$ cat src/rtl/nplt_ram.sv
// Generic single-port-write, single-port-read RAM with registered read.
module nplt_ram #(
	parameter int WIDTH = 8,
	parameter int DEPTH = 64,
	localparam int AW = (DEPTH > 1) ? $clog2(DEPTH) : 1
) (
	input  logic             clk,
	input  logic             we,
	input  logic [AW-1:0]    waddr,
	input  logic [WIDTH-1:0] wdata,
	input  logic [AW-1:0]    raddr,
	output logic [WIDTH-1:0] rdata
);
	logic [WIDTH-1:0] mem [DEPTH];

	always_ff @(posedge clk) begin
		if (we)
			mem[waddr] <= wdata;
		rdata <= mem[raddr];
	end
endmodule

$ cat config.mk
export PLATFORM = sky130hd
export DESIGN_NAME = nplt_ram
export DESIGN_NICKNAME = d
export VERILOG_FILES = /design/src/rtl/nplt_ram.sv
export SDC_FILE = /design/constraint.sdc
export NUM_CORES = 1
export LEC_CHECK = 0
export ABC_AREA = 1
export BUFFER_PORTS_ARGS = -buffer_cell sky130_fd_sc_hd__buf_2
export CORE_AREA = 2 2 197 199
export DETAILED_ROUTE_END_ITERATION = 12
export DIE_AREA = 0 0 199 201
export PLACE_DENSITY = 0.86
export SYNTH_ARGS = -nofsm -noshare
export SYNTH_HDL_FRONTEND = slang
export SYNTH_SLANG_ARGS = --single-unit
export TNS_END_PERCENT = 30
$ cat constraint.sdc
create_clock -name clk -period 2 [get_ports clk]
set_input_delay 0.4 -clock clk [delete_from_list [all_inputs] [get_ports clk]]
set_output_delay 0.4 -clock clk [all_outputs]
set_load 0.05 [all_outputs]
==> results of run 1 <==
[kinds of logic (layout without fill, tap and decap cells)]
kind of cell | after synthesis | after routing
flops | 520 | 520
simple gates | 1160 | 1160
buf+inv | 125 | 238
other cells | 0 | 2
[state kept, by name (all words and copies together), names as in the netlist]
signal  cells
mem       512
rdata       8
[final cells by class]
class	count	area, µm²
Antenna cell	2	5.00
Sequential cell	520	15500
Multi-Input combinational cell	1160	4950
Clock buffer	66	1330
Tap cell	518	648
Clock inverter	22	205
Timing Repair Buffer	138	1210
Inverter	12	52.6
Fill cell	2561	14200
[layout by cell type, fill, tap and decap left out, types with 9 or more instances in the layout]
cell type and instances:
buf_2 27, clkinv_1 10, buf_12 19, edfxtp_1 512
nand4_1 9, nor2_1 56, buf_4 91, clkbuf_1 15
nand2_1 648, nand3_1 439, inv_1 9, clkbuf_16 51
[stage by stage]
stage | cells | setup WS (ns)
4_1_cts | 2436 | 0.298
3_5_place_dp | 2348 | 0.0714
5_1_grt | 2437 | 0.289
2_1_floorplan | 1805 | -0.166
3_3_place_gp | 2348 | 0.0999
6_report | 2438 | 0.275
[power groups by stage]
stage | logic (mW) | clock network, mW | registers (mW)
5_1_grt | 1.66 | 9.47 | 12.1
6_report | 1.55 | 9.04 | 12.1
2_1_floorplan | 0.848 | 0 | 12.4
3_3_place_gp | 1.43 | 0 | 12.3
4_1_cts | 1.51 | 9.07 | 12.1
3_5_place_dp | 1.48 | 0 | 12.3
[worst max-delay path by stage]
| stage | slack [ns] | cells past startpoint | from | end |
|---|---|---|---|---|
| finish | 0.27 | 1 | rdata[1] | rdata[1] |
| CTS | 0.30 | 1 | rdata[1] | rdata[1] |
| floorplan | -0.17 | 3 | we | mem[48][0] |
| global route | 0.29 | 1 | rdata[6] | rdata[6] |
| detailed placement | 0.07 | 12 | raddr[0] | rdata[7] |
| global placement | 0.1 | 10 | raddr[1] | rdata[6] |
[metal layers]
| layer | vias up | share of wire | global-route usage |
|---|---|---|---|
| met5 | - | 0.00024 | 0 |
| met4 | 2 | 0.046 | 0.120 |
| met3 | 222 | 0.12 | 0.0612 |
| met2 | 1058 | 0.48 | 0.435 |
| met1 | 6987 | 0.36 | 0.360 |
| li1 | 6495 | - | - |
==> metrics.cfg, run 1 <==
[run_status]
status=completed

[pwr]
p_total_mw=22.7
ir_drop_v=0.000756
static-leakage-power_nw=8.77
comb_power_share=0.068
internal_power_mw=17.6
p_sw_frac=0.223
p_switching_mw=5.06
pwr_density_cell_nw_per_um2=948
p_clk_frac=0.398
seqPwrFrac=0.533

[clock_network]
clock_sinks=520
h-tree-depth=2
cts_resized=0
numCtsBuffers=49
cts_tree=yes
clk_pin_slew_ns=0.06
clockBufferDepth=3
cts_hold_buf=0
cts-root-buf=clkbuf_16
clk_latency_ns=0.56
cts_setup_buffers=0

[flow_run]
maxCapViolCount=0

[yosys]
yosysUniqueCellTypes=16
synth_nets=1827
netlist_top_cells_count=nand2_1 (648), edfxtp_1 (512), nand3_1 (439)
synthTopCellsByArea=edfxtp_1 (72%), nand2_1 (11%), nand3_1 (10%), buf_6 (1.8%), nor2_1 (0.99%)
synthFlopType=edfxtp_1
async_flop_share=0
synth-seq-cells=520
yosysTopAreaCellShare=0.720
avgSynthCellArea_um2=11.8
synth_top_family_by_area=simple AND/OR/NAND/NOR gates
seq_area_frac_synth=0.728
synth_fa_ha_area_frac=0
yosys.area_share.xor_xnor=0
muxShareOfSynthArea=0
syn-instance-count=1805
synth_most_common_cell=nand2_1
synth_compound_area_frac=0
synthSimpleGateAreaFrac=0.232
yosys.area.top_type=edfxtp_1
synth.cell_area_um2=21300
synth_edf_count=512
yosysWarnings=0

[worst_setup_path]
r2r_end=rdata[6]
reg2reg_from=mem[14][6]
start_kind=register
slowest_delay_ns=0.44
required_ns=1.60
worstPathMaxFanout=1
arrival_ns=1.33
crit_type=reg -> out
path_cells=buf_2
cp_slowest_cell=dfxtp_1
r2r_cells=8
reg2reg_setup_slack_ns=0.56
crit_buf_inv=1
end_kind=primary output
crit_family=flip-flops

[route]
vias_per_cell=6.06
drc_errors=0
wl_per_cell_um=21.8
drt_iter0_drc=2474
vias=14764
first_pass_iters=6
drt_wl_total_mm=53.2
ant_nets=0

[floorplanning]
initial_core_util=0.560
ioPinCount=30
die-height_um=201
die_w_um=199
coreArea_um2=38100
rows=72
die_area_um2=40000

[placed_design]
place_congestion=0.943
port_buffers=29
post-dp-hpwl_mm=30.7
place_area_um2=22400

[cells_and_area]
area_delta_synth_final_pct=12.2
drive_gt1_frac=0.106
nets=1903
final_util=0.628
final_cell_area_um2=23900

[global_routing]
grt_pass1_wl_mm=82.8
antenna_found_initial=3
track_usage=0.272
grt_pass1_vias=14810
grt_max_degree=97
gr-total-overflow=0

[sta]
drv_slew=0
clock_skew_ns=0.0109
fin_hold_ws_ns=0.216
period_needed_ns=1.73
rsz0062_at_grt=false
max_slew_margin=0.450
setup_viol=0
worst_pin_slew_ns=0.826
hold_viol=0
fmax_ghz=0.580
period_share=0.863
fin_tns_setup_ns=0

[worst_hold_path]
hold_path_end=rdata[6]
hold_path.class=in -> reg
min_path_cells=3
min_from=raddr[5]

No activity file was read; power rests on OpenSTA's default activity.
==> run 2, diff against run 1 <==
--- a/config.mk
+++ b/config.mk
@@ -10,7 +10,8 @@
 export CORE_AREA = 2 2 197 199
 export DETAILED_ROUTE_END_ITERATION = 12
 export DIE_AREA = 0 0 199 201
-export PLACE_DENSITY = 0.86
+export PLACE_DENSITY = 0.83
+export SLEW_MARGIN = 0
 export SYNTH_ARGS = -nofsm -noshare
 export SYNTH_HDL_FRONTEND = slang
 export SYNTH_SLANG_ARGS = --single-unit
==> metrics.cfg, run 2 (synthesis gave the netlist of run 1 again) <==
[cells_and_area]
largestRegisters=mem: 512 flops, rdata: 8 flops  ; unchanged
final_cell_area_um2=24100  ; was 23900 µm²
drive_gt1_frac=0.112  ; was 0.106
largest_reg_flops=512  ; unchanged
final_common_cell=nand2_1  ; unchanged
regMostFlops=mem  ; unchanged
num-fill-cells=2624  ; was 2561
final_cell_mix=nand2_1 (648), edfxtp_1 (512), nand3_1 (439)  ; unchanged
nets=1912  ; was 1903
area_delta_synth_final_pct=13.1  ; was 12.2%
diodes=0  ; was 2

[placed_design]
preCtsSetupSlack_ns=0.129  ; was 0.0714 ns
place_congestion=0.861  ; was 0.943
place_area_um2=22500  ; was 22400 µm²
port_buffers=29  ; unchanged
post-dp-hpwl_mm=29.6  ; was 30.7 mm

[worst_setup_path]
slowest_delay_ns=0.43  ; was 0.44 ns
start_kind=register  ; unchanged
arrival_ns=1.30  ; was 1.33 ns
r2r_cells=8  ; unchanged
cp_slowest_cell=dfxtp_1  ; unchanged
reg2reg_setup_slack_ns=0.61  ; was 0.56 ns
path_cells=buf_2  ; unchanged
worstPathMaxFanout=1  ; unchanged
end_kind=primary output  ; unchanged
reg2reg_from=mem[59][7]  ; was mem[14][6]
crit_type=reg -> out  ; unchanged
required_ns=1.60  ; about the same
critPathLaunch=rdata[7]  ; was rdata[1]
r2r_end=rdata[7]  ; was rdata[6]
crit_family=flip-flops  ; unchanged
crit_buf_inv=1  ; unchanged

[clock_network]
cts_hold_buf=0  ; unchanged
clk_pin_slew_ns=0.06  ; about the same
cts_setup_buffers=0  ; unchanged
h-tree-depth=2  ; unchanged
cts-root-buf=clkbuf_16  ; unchanged
numCtsBuffers=50  ; was 49
clk_latency_ns=0.57  ; was 0.56 ns
cts_tree=yes  ; unchanged
clockBufferDepth=3  ; unchanged
clock_sinks=520  ; unchanged
cts_resized=0  ; unchanged

[pwr]
ir_drop_v=0.000792  ; was 0.000756 V
pwr_density_cell_nw_per_um2=957  ; was 948 nW/µm²
static-leakage-power_nw=8.88  ; was 8.77 nW
p_total_mw=23.1  ; was 22.7 mW

[sta]
fmax_ghz=0.588  ; was 0.580 GHz
max_slew_margin=0.431  ; was 0.450
setup_viol=0  ; unchanged
hold_viol=0  ; unchanged
worst_pin_slew_ns=0.854  ; was 0.826 ns
final.setup.worst_slack_ns=0.298  ; was 0.275 ns
period_share=0.851  ; was 0.863
rsz0062_at_grt=false  ; unchanged
clock_skew_ns=0.0142  ; was 0.0109 ns
fin_hold_ws_ns=0.211  ; was 0.216 ns
drv_slew=0  ; unchanged
period_needed_ns=1.70  ; was 1.73 ns
fin_tns_setup_ns=0  ; unchanged

[route]
wl_per_cell_um=21.0  ; was 21.8 µm
drc_errors=0  ; unchanged
drt_iter0_drc=2162  ; was 2474
vias_per_cell=5.91  ; was 6.06
ant_nets=0  ; unchanged
first_pass_iters=7  ; was 6
drt_wl_total_mm=51.3  ; was 53.2 mm
vias=14476  ; was 14764

[global_routing]
grt_max_degree=93  ; was 97
antenna_found_initial=0  ; was 3
track_usage=0.259  ; was 0.272
grt_pass1_vias=14093  ; was 14810
grt_pass1_wl_mm=78.4  ; was 82.8 mm
gr-total-overflow=0  ; unchanged

[floorplanning]
die-height_um=201  ; unchanged
ioPinCount=30  ; unchanged
coreArea_um2=38100  ; unchanged
rows=72  ; unchanged
die_w_um=199  ; unchanged
die_area_um2=40000  ; unchanged
initial_core_util=0.560  ; unchanged

[worst_hold_path]
min_path_cells=3  ; unchanged
min_from=raddr[5]  ; unchanged
hold_path_end=rdata[4]  ; was rdata[6]
hold_path.class=in -> reg  ; unchanged

[run_status]
status=completed  ; unchanged

[flow_run]
maxCapViolCount=0  ; unchanged

run 2: cell type report:
class | count | area, µm² | share of cell area
inverters | 12 | 52.6 | 0.00218
clock buffers | 64 | 1370 | 0.0566
repair buffers | 146 | 1320 | 0.0547
well taps | 518 | 648 | 0.0268
clock inverters | 28 | 273 | 0.0113
flip-flops and latches | 520 | 15500 | 0.643
multi-input cells | 1160 | 4950 | 0.205
run 2: routing by layer:
layer | GRT usage | routed length, µm | vias up | part of all wire
li1 | - | - | 6518 | -
met5 | 0 | 0 | - | 0
met2 | 0.419 | 24800 | 952 | 0.48
met1 | 0.351 | 18700 | 6847 | 0.36
met4 | 0.103 | 1890 | 0 | 0.037
met3 | 0.0460 | 5970 | 159 | 0.12
run 2: tightest hold or removal path, delay by kind of cell:
kind                   cells  cell delay, ns
AND/OR/NAND/NOR            2            0.15
buffers and inverters      1            0.19
run 2: power by group:
part	switching (mW)	total (mW)	internal [mW]
Combinational	1.13	1.54	0.418
Sequential	0.0440	12.1	12.1
Clock	3.87	9.44	5.57
run 2: through the flow:
step,util,std cells
after detailed placement,0.590,2356
after global routing,0.634,2448
final,0.634,2448
after CTS,0.634,2448
after floorplan,-,1805
after global placement,0.590,2356
run 2: worst max path at each step:
stage                  to  cells past startpoint
2_1_floorplan  mem[48][0]                      3
3_3_place_gp     rdata[3]                     11
3_5_place_dp     rdata[3]                     11
4_1_cts          rdata[0]                      1
5_1_grt          rdata[0]                      1
6_report         rdata[7]                      1
