==> config.mk <==
export PLATFORM = sky130hd
export DESIGN_NAME = nplt_isqrt
export DESIGN_NICKNAME = d
export VERILOG_FILES = /design/src/rtl/nplt_isqrt.sv
export SDC_FILE = /design/constraint.sdc
export NUM_CORES = 1
export LEC_CHECK = 0
export BUFFER_PORTS_ARGS = -buffer_cell sky130_fd_sc_hd__buf_2
export CORE_UTILIZATION = 65
export CTS_CLUSTER_DIAMETER = 100
export CTS_CLUSTER_SIZE = 12
export DETAILED_ROUTE_END_ITERATION = 10
export GPL_ROUTABILITY_DRIVEN = 0
export GPL_TIMING_DRIVEN = 1
export HOLD_SLACK_MARGIN = 0.05
export PLACE_DENSITY = 0.92
export SETUP_SLACK_MARGIN = 0.4
export SLEW_MARGIN = 20
export SYNTH_ARGS = -nofsm -noshare
export SYNTH_HDL_FRONTEND = slang
export SYNTH_SLANG_ARGS = --single-unit
==> constraint.sdc <==
create_clock -name clk -period 7.61 [get_ports clk]
set_input_delay 1.522 -clock clk [delete_from_list [all_inputs] [get_ports clk]]
set_output_delay 1.522 -clock clk [all_outputs]
set_load 0.02 [all_outputs]
==> src/rtl/nplt_isqrt.sv <==
// Iterative integer square root, two result bits per cycle, of a squared distance.
module nplt_isqrt #(
	parameter int IW = 38,
	localparam int RW = (IW + 1) / 2,
	localparam int STEPS = (RW + 1) / 2,
	localparam int CNTW = $clog2(STEPS + 1)
) (
	input  logic          clk,
	input  logic          arst_n,
	input  logic          start,
	input  logic [IW-1:0] radicand,
	output logic          done,
	output logic [RW-1:0] root
);
	localparam int PW = 2 * STEPS * 2;
	logic [PW-1:0] n_q;
	logic [RW+1:0] rem_q;
	logic [RW-1:0] root_q;
	logic [CNTW-1:0] cnt_q;
	logic busy_q;

	logic [RW+1:0] rem_a, rem_b;
	logic [RW-1:0] root_a, root_b;
	logic [RW+1:0] trial_a, trial_b;

	// restoring digit recurrence, two digits per cycle
	always_comb begin
		rem_a = {rem_q[RW-1:0], n_q[PW-1 -: 2]};
		trial_a = {root_q, 2'b01};
		if (rem_a >= trial_a) begin
			rem_a = rem_a - trial_a;
			root_a = {root_q[RW-2:0], 1'b1};
		end else
			root_a = {root_q[RW-2:0], 1'b0};
		rem_b = {rem_a[RW-1:0], n_q[PW-3 -: 2]};
		trial_b = {root_a, 2'b01};
		if (rem_b >= trial_b) begin
			rem_b = rem_b - trial_b;
			root_b = {root_a[RW-2:0], 1'b1};
		end else
			root_b = {root_a[RW-2:0], 1'b0};
	end

	always_ff @(posedge clk or negedge arst_n) begin
		if (!arst_n) begin
			busy_q <= 1'b0;
			done <= 1'b0;
			cnt_q <= '0;
		end else begin
			done <= 1'b0;
			if (start) begin
				busy_q <= 1'b1;
				cnt_q <= CNTW'(STEPS);
			end else if (busy_q) begin
				cnt_q <= cnt_q - 1'b1;
				if (cnt_q == CNTW'(1)) begin
					busy_q <= 1'b0;
					done <= 1'b1;
				end
			end
		end
	end

	always_ff @(posedge clk) begin
		if (start) begin
			n_q <= PW'(radicand);
			rem_q <= '0;
			root_q <= '0;
		end else if (busy_q) begin
			n_q <= {n_q[PW-5:0], 4'b0};
			rem_q <= rem_b;
			root_q <= root_b;
		end
	end

	assign root = root_q;
endmodule

==> results_dict.tcl, run 1 <==
set metrics [dict create \
    status "finished clean" \
    cts_tree "done" \
    fin_crit_ns 5.72 \
    wirelength_mm 15.8 \
    wl_per_cell_microns 20.1 \
    layout.nets 758 \
    cts-resized-gates 0 \
    final_layout_size_suffix_gt1_share_pct 19.0 \
    tightest_slew_ns 1.16 \
    synth_area_leaders "edfxtp_1 (19%), dfxtp_1 (14%), ha_1 (9.3%), mux2_2 (6.9%), mux2i_1 (4.9%)" \
    wl_met1_mm 5.97 \
    grt_setup_unrepaired "false" \
    num_rows 34 \
    cp-end-kind "flip-flop" \
    synthFlopType "dfxtp_1" \
    avgSynthCellArea_sq_um 9.17 \
    vias_per_cell 6.73 \
    synth_area_sq_um 5920 \
    hold_violations 0 \
    postCtsHoldBufs 0 \
    wl_met3_mm 1.61 \
    place_inst 770 \
    seqCellArea_sq_um 2090 \
    diodes 0 \
    fill_cells 579 \
    antenna_left 0 \
    ys_ff_latch 84 \
    firstDrtPassIters 6 \
    fp.dieW_microns 97.4 \
    grt_max_degree 74 \
    finalNonFillerCells 786 \
    skew_ns 0.0147 \
    highest-signal-layer "met4" \
    worstPathRequired_ns 7.86 \
    worst_path_largest_cell_delay_ns 0.52 \
    cp_max_fo 36 \
    vias 5289 \
    core_area_sq_um 8760 \
    drt_iter0_drc 675 \
    post_cts_buffers 0 \
    detailed_place_hpwl_mm 11.2 \
    period_share_pct 75.2 \
    finalSetupTns_ns 0 \
    portBuffers 60 \
    drv_cap 0 \
    fmax_mhz 175 \
    critPathKind "reg -> reg" \
    io_pins 61 \
    grt_pass1_wl_mm 24.9 \
    grtUsageTotal_pct 33.3 \
    clk_latency_ns 0.36 \
    cp_slowest_cell "nand2_1" \
    drc_errors 0 \
    cts-root-buf "clkbuf_8" \
    htreeDepth 3 \
    cts_sinks 84 \
    first_global_vias 5006 \
    syn2layout_area_growth_pct 6.68 \
    grt_antenna_before_repair 0 \
    grt_remaining_overflow 0 \
    hp-class "reg -> reg" \
    route.met2.wl_mm 7.42 \
    multiInputGateArea_sq_um 3430 \
    synth.distinct_cells 63 \
    worstPathArrival_ns 5.97 \
    yosysSeqAreaShare_pct 35.4 \
    critPathLaunchType "flip-flop" \
    synth.top_cell.area_share_pct 19.3 \
    utilization_pct 72.0 \
    clockBufferDepth 2 \
    yosysTopAreaCell "edfxtp_1" \
    synthTopCellsByCount "nand2_1 (66), nor2_1 (55), ha_1 (44)" \
    setup_violations 0 \
    whs_ns 0.504 \
    synth_most_common_cell "nand2_1" \
    die_area_sq_um 9490 \
    drv_slew 0 \
    cts.clk_slew.worst_paths_ns 0.08 \
    async_reset_ff_share_pct 7.14 \
    synth_nets 730 \
    relSlewSlack_pct 22.2 \
    die_y_microns 97.4 \
    initial_core_util_pct 67.5 \
    yosys_warnings 0 \
    numCtsBuffers 9 \
    path_cells "inv_1 -> ha_1 -> a21oi_1 -> o21ai_0 -> or2_2 -> nor4_4 -> nor2_2 -> inv_4 -> o21ai_0 -> ha_1 -> and4_1 -> and3_1 -> nor4b_1 -> nand4_1 -> nand4_1 -> nand3b_1 -> nand2_1 -> nand3_1 -> a311oi_1" \
    synth_edf_count 38 \
    syn_inst 645 \
]
==> sequential cells by signal, summed over array words and instances (netlist names) <==
signal / count
busy_q: 1
cnt_q: 4
done: 1
n_q: 40
rem_q: 19
root: 19
==> worst max-delay path, delay by kind of cell (launching register included) <==
kind            cells  cell delay (ns)
compound gates      4             0.91
flops               1             0.44
fa+ha+maj           2             0.84
simple gates       11             3.04
buf+inv             2             0.38
==> area by class of cell <==
type | count | area share [%]
Sequential cell | 84 | 33.2
Clock inverter | 6 | 1.13
Tap cell | 108 | 2.14
Clock buffer | 10 | 2.02
Multi-Input combinational cell | 480 | 54.3
Timing Repair Buffer | 63 | 5.11
Inverter | 35 | 2.12
==> layout by cell type (no fill, tap or decap), drive strengths merged, types with 3 or more instances in the layout <==
cell type	count
nand4	12
dfxtp	40
buf	63
a311oi	6
nor3b	4
nor2b	4
xor2	14
nor2	56
dfrtp	6
or3	4
a21o	22
mux2	36
nand2b	6
o31ai	3
inv	37
nand3	10
and2	8
a32oi	6
nand2	66
a221oi	3
and3	4
a211oi	4
xnor2	16
ha	44
o21bai	4
a31o	4
a21oi	32
o21ai	40
edfxtp	38
o21a	4
mux2i	29
clkbuf	10
nor3	7
nor4	5
==> per-layer routing <==
metal,vias up,track usage [%]
met3,98,8.42
met4,0,18.1
met5,-,0
met1,2439,40.6
met2,383,53.8
li1,2369,-
==> kinds of logic (layout without fill, tap and decap cells) <==
kind of cell | count (synthesis) | after routing | synth area share, %
AO/OA/AOI/OAI | 146 | 146 | 16.4
XOR/XNOR | 30 | 30 | 4.44
adder cells (fa/ha/maj) | 44 | 44 | 9.31
buffers and inverters | 81 | 114 | 6.70
flip-flops | 84 | 84 | 35.4
multiplexers | 65 | 65 | 11.8
AND/OR/NAND/NOR | 195 | 195 | 16.0
==> per-stage QoR <==
step,area [sq um],worst slack [ns]
6_report,6310,1.89
3_3_place_gp,6110,2.39
5_1_grt,6310,1.44
2_1_floorplan,5920,2.67
4_1_cts,6310,2.05
3_5_place_dp,6110,2.16
==> final timing paths <==
| path | startpoint | to | slack [ns] | cells past startpoint |
|---|---|---|---|---|
| min | rem_q[9] | rem_q[9] | 0.50 | 2 |
| max | root[16] | rem_q[13] | 1.89 | 19 |
| min reg2reg | rem_q[9] | rem_q[9] | 0.50 | 2 |
| min in group asynchronous | arst_n | cnt_q[3] | 0.96 | 1 |
| max in group asynchronous | arst_n | busy_q | 6.49 | 1 |
| max reg2reg | root[16] | rem_q[13] | 1.89 | 19 |
Power of run 1 is left out: the tool's default activity adds up to more than one toggle a clock period on the data nets, which glitch-free logic cannot reach.
==> run 2: changes to the inputs <==
ABC_AREA = 1   (was default)
CORE_UTILIZATION = 60   (was 65)
PLACE_DENSITY = 0.86   (was 0.92)
clock period = 5.6 ns   (was 7.61 ns; I/O delays follow)
==> run 2 against run 1 <==
Compared with the run above:
- final cell count is 26% higher
- critical path depth is 4 higher
- highest routed layer unchanged
- sequential share of layout area is 0.35 points lower
- die area is 7.6% higher
- via count is 4.8% higher
==> results_dict.tcl, run 2 <==
set metrics [dict create \
    status "finished clean" \
    worstPathArrival_ns 4.85 \
    relSlewSlack_pct 37.7 \
    vias_per_cell 5.60 \
    critPathLaunchType "flip-flop" \
    setup_violations 0 \
    fin_crit_ns 4.60 \
    worst_path_largest_cell_delay_ns 0.38 \
    grt_max_degree 49 \
    period_share_pct 82.2 \
    path_cells "inv_1 -> ha_1 -> inv_1 -> nor2_1 -> nand3_1 -> nand3_2 -> nand2_1 -> nand2_2 -> nand2_2 -> nand2_4 -> inv_1 -> o21ai_0 -> ha_1 -> a21oi_1 -> o21ai_0 -> a21oi_1 -> o221ai_1 -> a21oi_4 -> nand2_4 -> inv_2 -> nor2_1 -> nor2_1 -> nor2_1" \
    portBuffers 60 \
    drv_slew 0 \
    grt_pass1_wl_mm 24.0 \
    synth.distinct_cells 42 \
    cp_common_cell "nor2_1" \
    cts-root-buf "clkbuf_8" \
    wl_per_cell_microns 14.7 \
    diodes 0 \
    ys_ff_latch 84 \
    final_cell_mix "nand2_1 (268), inv_1 (99), buf_2 (60)" \
    synth_most_common_cell "nand2_1" \
    vias 5545 \
    die_area_sq_um 10200 \
    synth_nets 908 \
    initial_core_util_pct 62.8 \
    numCtsBuffers 9 \
    clk_latency_ns 0.38 \
    synth_edf_count 38 \
    skew_ns 0.00880 \
    firstDrtPassIters 7 \
    mostFrequentLayoutCell "nand2_1" \
    hp-class "reg -> reg" \
    antenna_left 0 \
    postCtsHoldBufs 0 \
    synth_area_leaders "edfxtp_1 (19%), nand2_1 (17%), dfxtp_1 (14%), ha_1 (9.4%), inv_1 (6.4%)" \
    avgSynthCellArea_sq_um 7.15 \
    cts.clk_slew.worst_paths_ns 0.09 \
    critPathKind "reg -> reg" \
    detailed_place_hpwl_mm 10.8 \
    post_cts_buffers 0 \
    wirelength_mm 14.5 \
    yosysSeqAreaShare_pct 35.6 \
    tightest_slew_ns 0.932 \
    synthFlopType "dfxtp_1" \
    hold_violations 0 \
    drv_cap 0 \
    cts_tree "done" \
    final_layout_size_suffix_gt1_share_pct 11.7 \
    worstPathRequired_ns 5.85 \
    core_area_sq_um 9370 \
    async_reset_ff_share_pct 7.14 \
    drc_errors 0 \
    finalSetupTns_ns 0 \
    cp_slowest_cell "dfxtp_1" \
    cts_sinks 84 \
    grt_setup_unrepaired "false" \
    grtUsageTotal_pct 30.4 \
    largest_reg_flops 40 \
    grt_remaining_overflow 0 \
    num_rows 35 \
    synthTopCellsByCount "nand2_1 (268), inv_1 (101), nor2_1 (52)" \
    htreeDepth 3 \
    die_y_microns 101 \
    top_register "n_q" \
    syn_inst 823 \
    synth_area_sq_um 5880 \
    yosysTopAreaCell "edfxtp_1" \
    grt_antenna_before_repair 0 \
    cts-resized-gates 0 \
    drt_iter0_drc 420 \
    syn2layout_area_growth_pct 8.34 \
    synth.top_cell.area_share_pct 19.4 \
    io_pins 61 \
    fp.dieW_microns 101 \
    first_global_vias 5127 \
    layout.nets 942 \
    cp_max_fo 31 \
    clockBufferDepth 2 \
    fmax_mhz 217 \
    yosys_warnings 0 \
    cp-end-kind "flip-flop" \
]
## run 2: final timing paths
| path | start | end | slack, ns | cells after the start |
|---|---|---|---|---|
| hold reg to reg | rem_q[18] | rem_q[18] | 0.46 | 2 |
| max in group asynchronous | arst_n | busy_q | 4.90 | 1 |
| setup reg to reg | root[0] | rem_q[9] | 1.0 | 23 |
| setup / recovery | root[0] | rem_q[9] | 1.0 | 23 |
| min in group asynchronous | arst_n | cnt_q[0] | 0.55 | 1 |
| hold / removal | rem_q[18] | rem_q[18] | 0.46 | 2 |
## run 2: routing by layer
layer  vias to the layer above  GRT usage, %  share of wire, %
met5                         -             0                 0
met4                         0          12.7               2.3
met3                        35          6.31               9.0
met2                       279          50.2                46
met1                      2494          38.7                42
li1                       2737             -                 -
## run 2: worst max-delay path, delay by kind of cell (launching register included)
family | cells | cell delay (ns)
buffers and inverters | 4 | 0.63
adders and majority gates | 2 | 0.75
and+or+nand+nor | 11 | 1.32
DFF | 1 | 0.38
AOI/OAI and AO/OA | 6 | 1.41
## run 2: kinds of logic after synthesis
group	synth area share [%]
xor+xnor	2.98
fa+ha+maj	9.36
compound gates	12.2
buf+inv	10.9
flops	35.6
mux	0.170
simple gates	28.9
## run 2: cell type report
class                   instances  area (sq um)
clock buffers                   9           124
clock inverters                 7           128
fillers                       842          3000
inverters                     102           383
multi-input cells             596          3160
flip-flops and latches         84          2090
well taps                     129           161
repair buffers                 64           330
## run 2: metrics by stage
| stage | hold slack (ns) | util (%) | worst slack [ns] | cells | area (sq um) |
|---|---|---|---|---|---|
| after floorplan | 0.422 | - | 2.00 | 823 | 5880 |
| after global placement | 0.444 | 65.3 | 1.01 | 975 | 6120 |
| after detailed placement | 0.447 | 65.3 | 0.912 | 975 | 6120 |
| after CTS | 0.463 | 68.0 | 0.890 | 991 | 6370 |
| after global routing | 0.476 | 68.0 | 0.649 | 991 | 6370 |
| final | 0.463 | 68.0 | 0.997 | 991 | 6370 |
Power of run 2 is left out for the same reason.
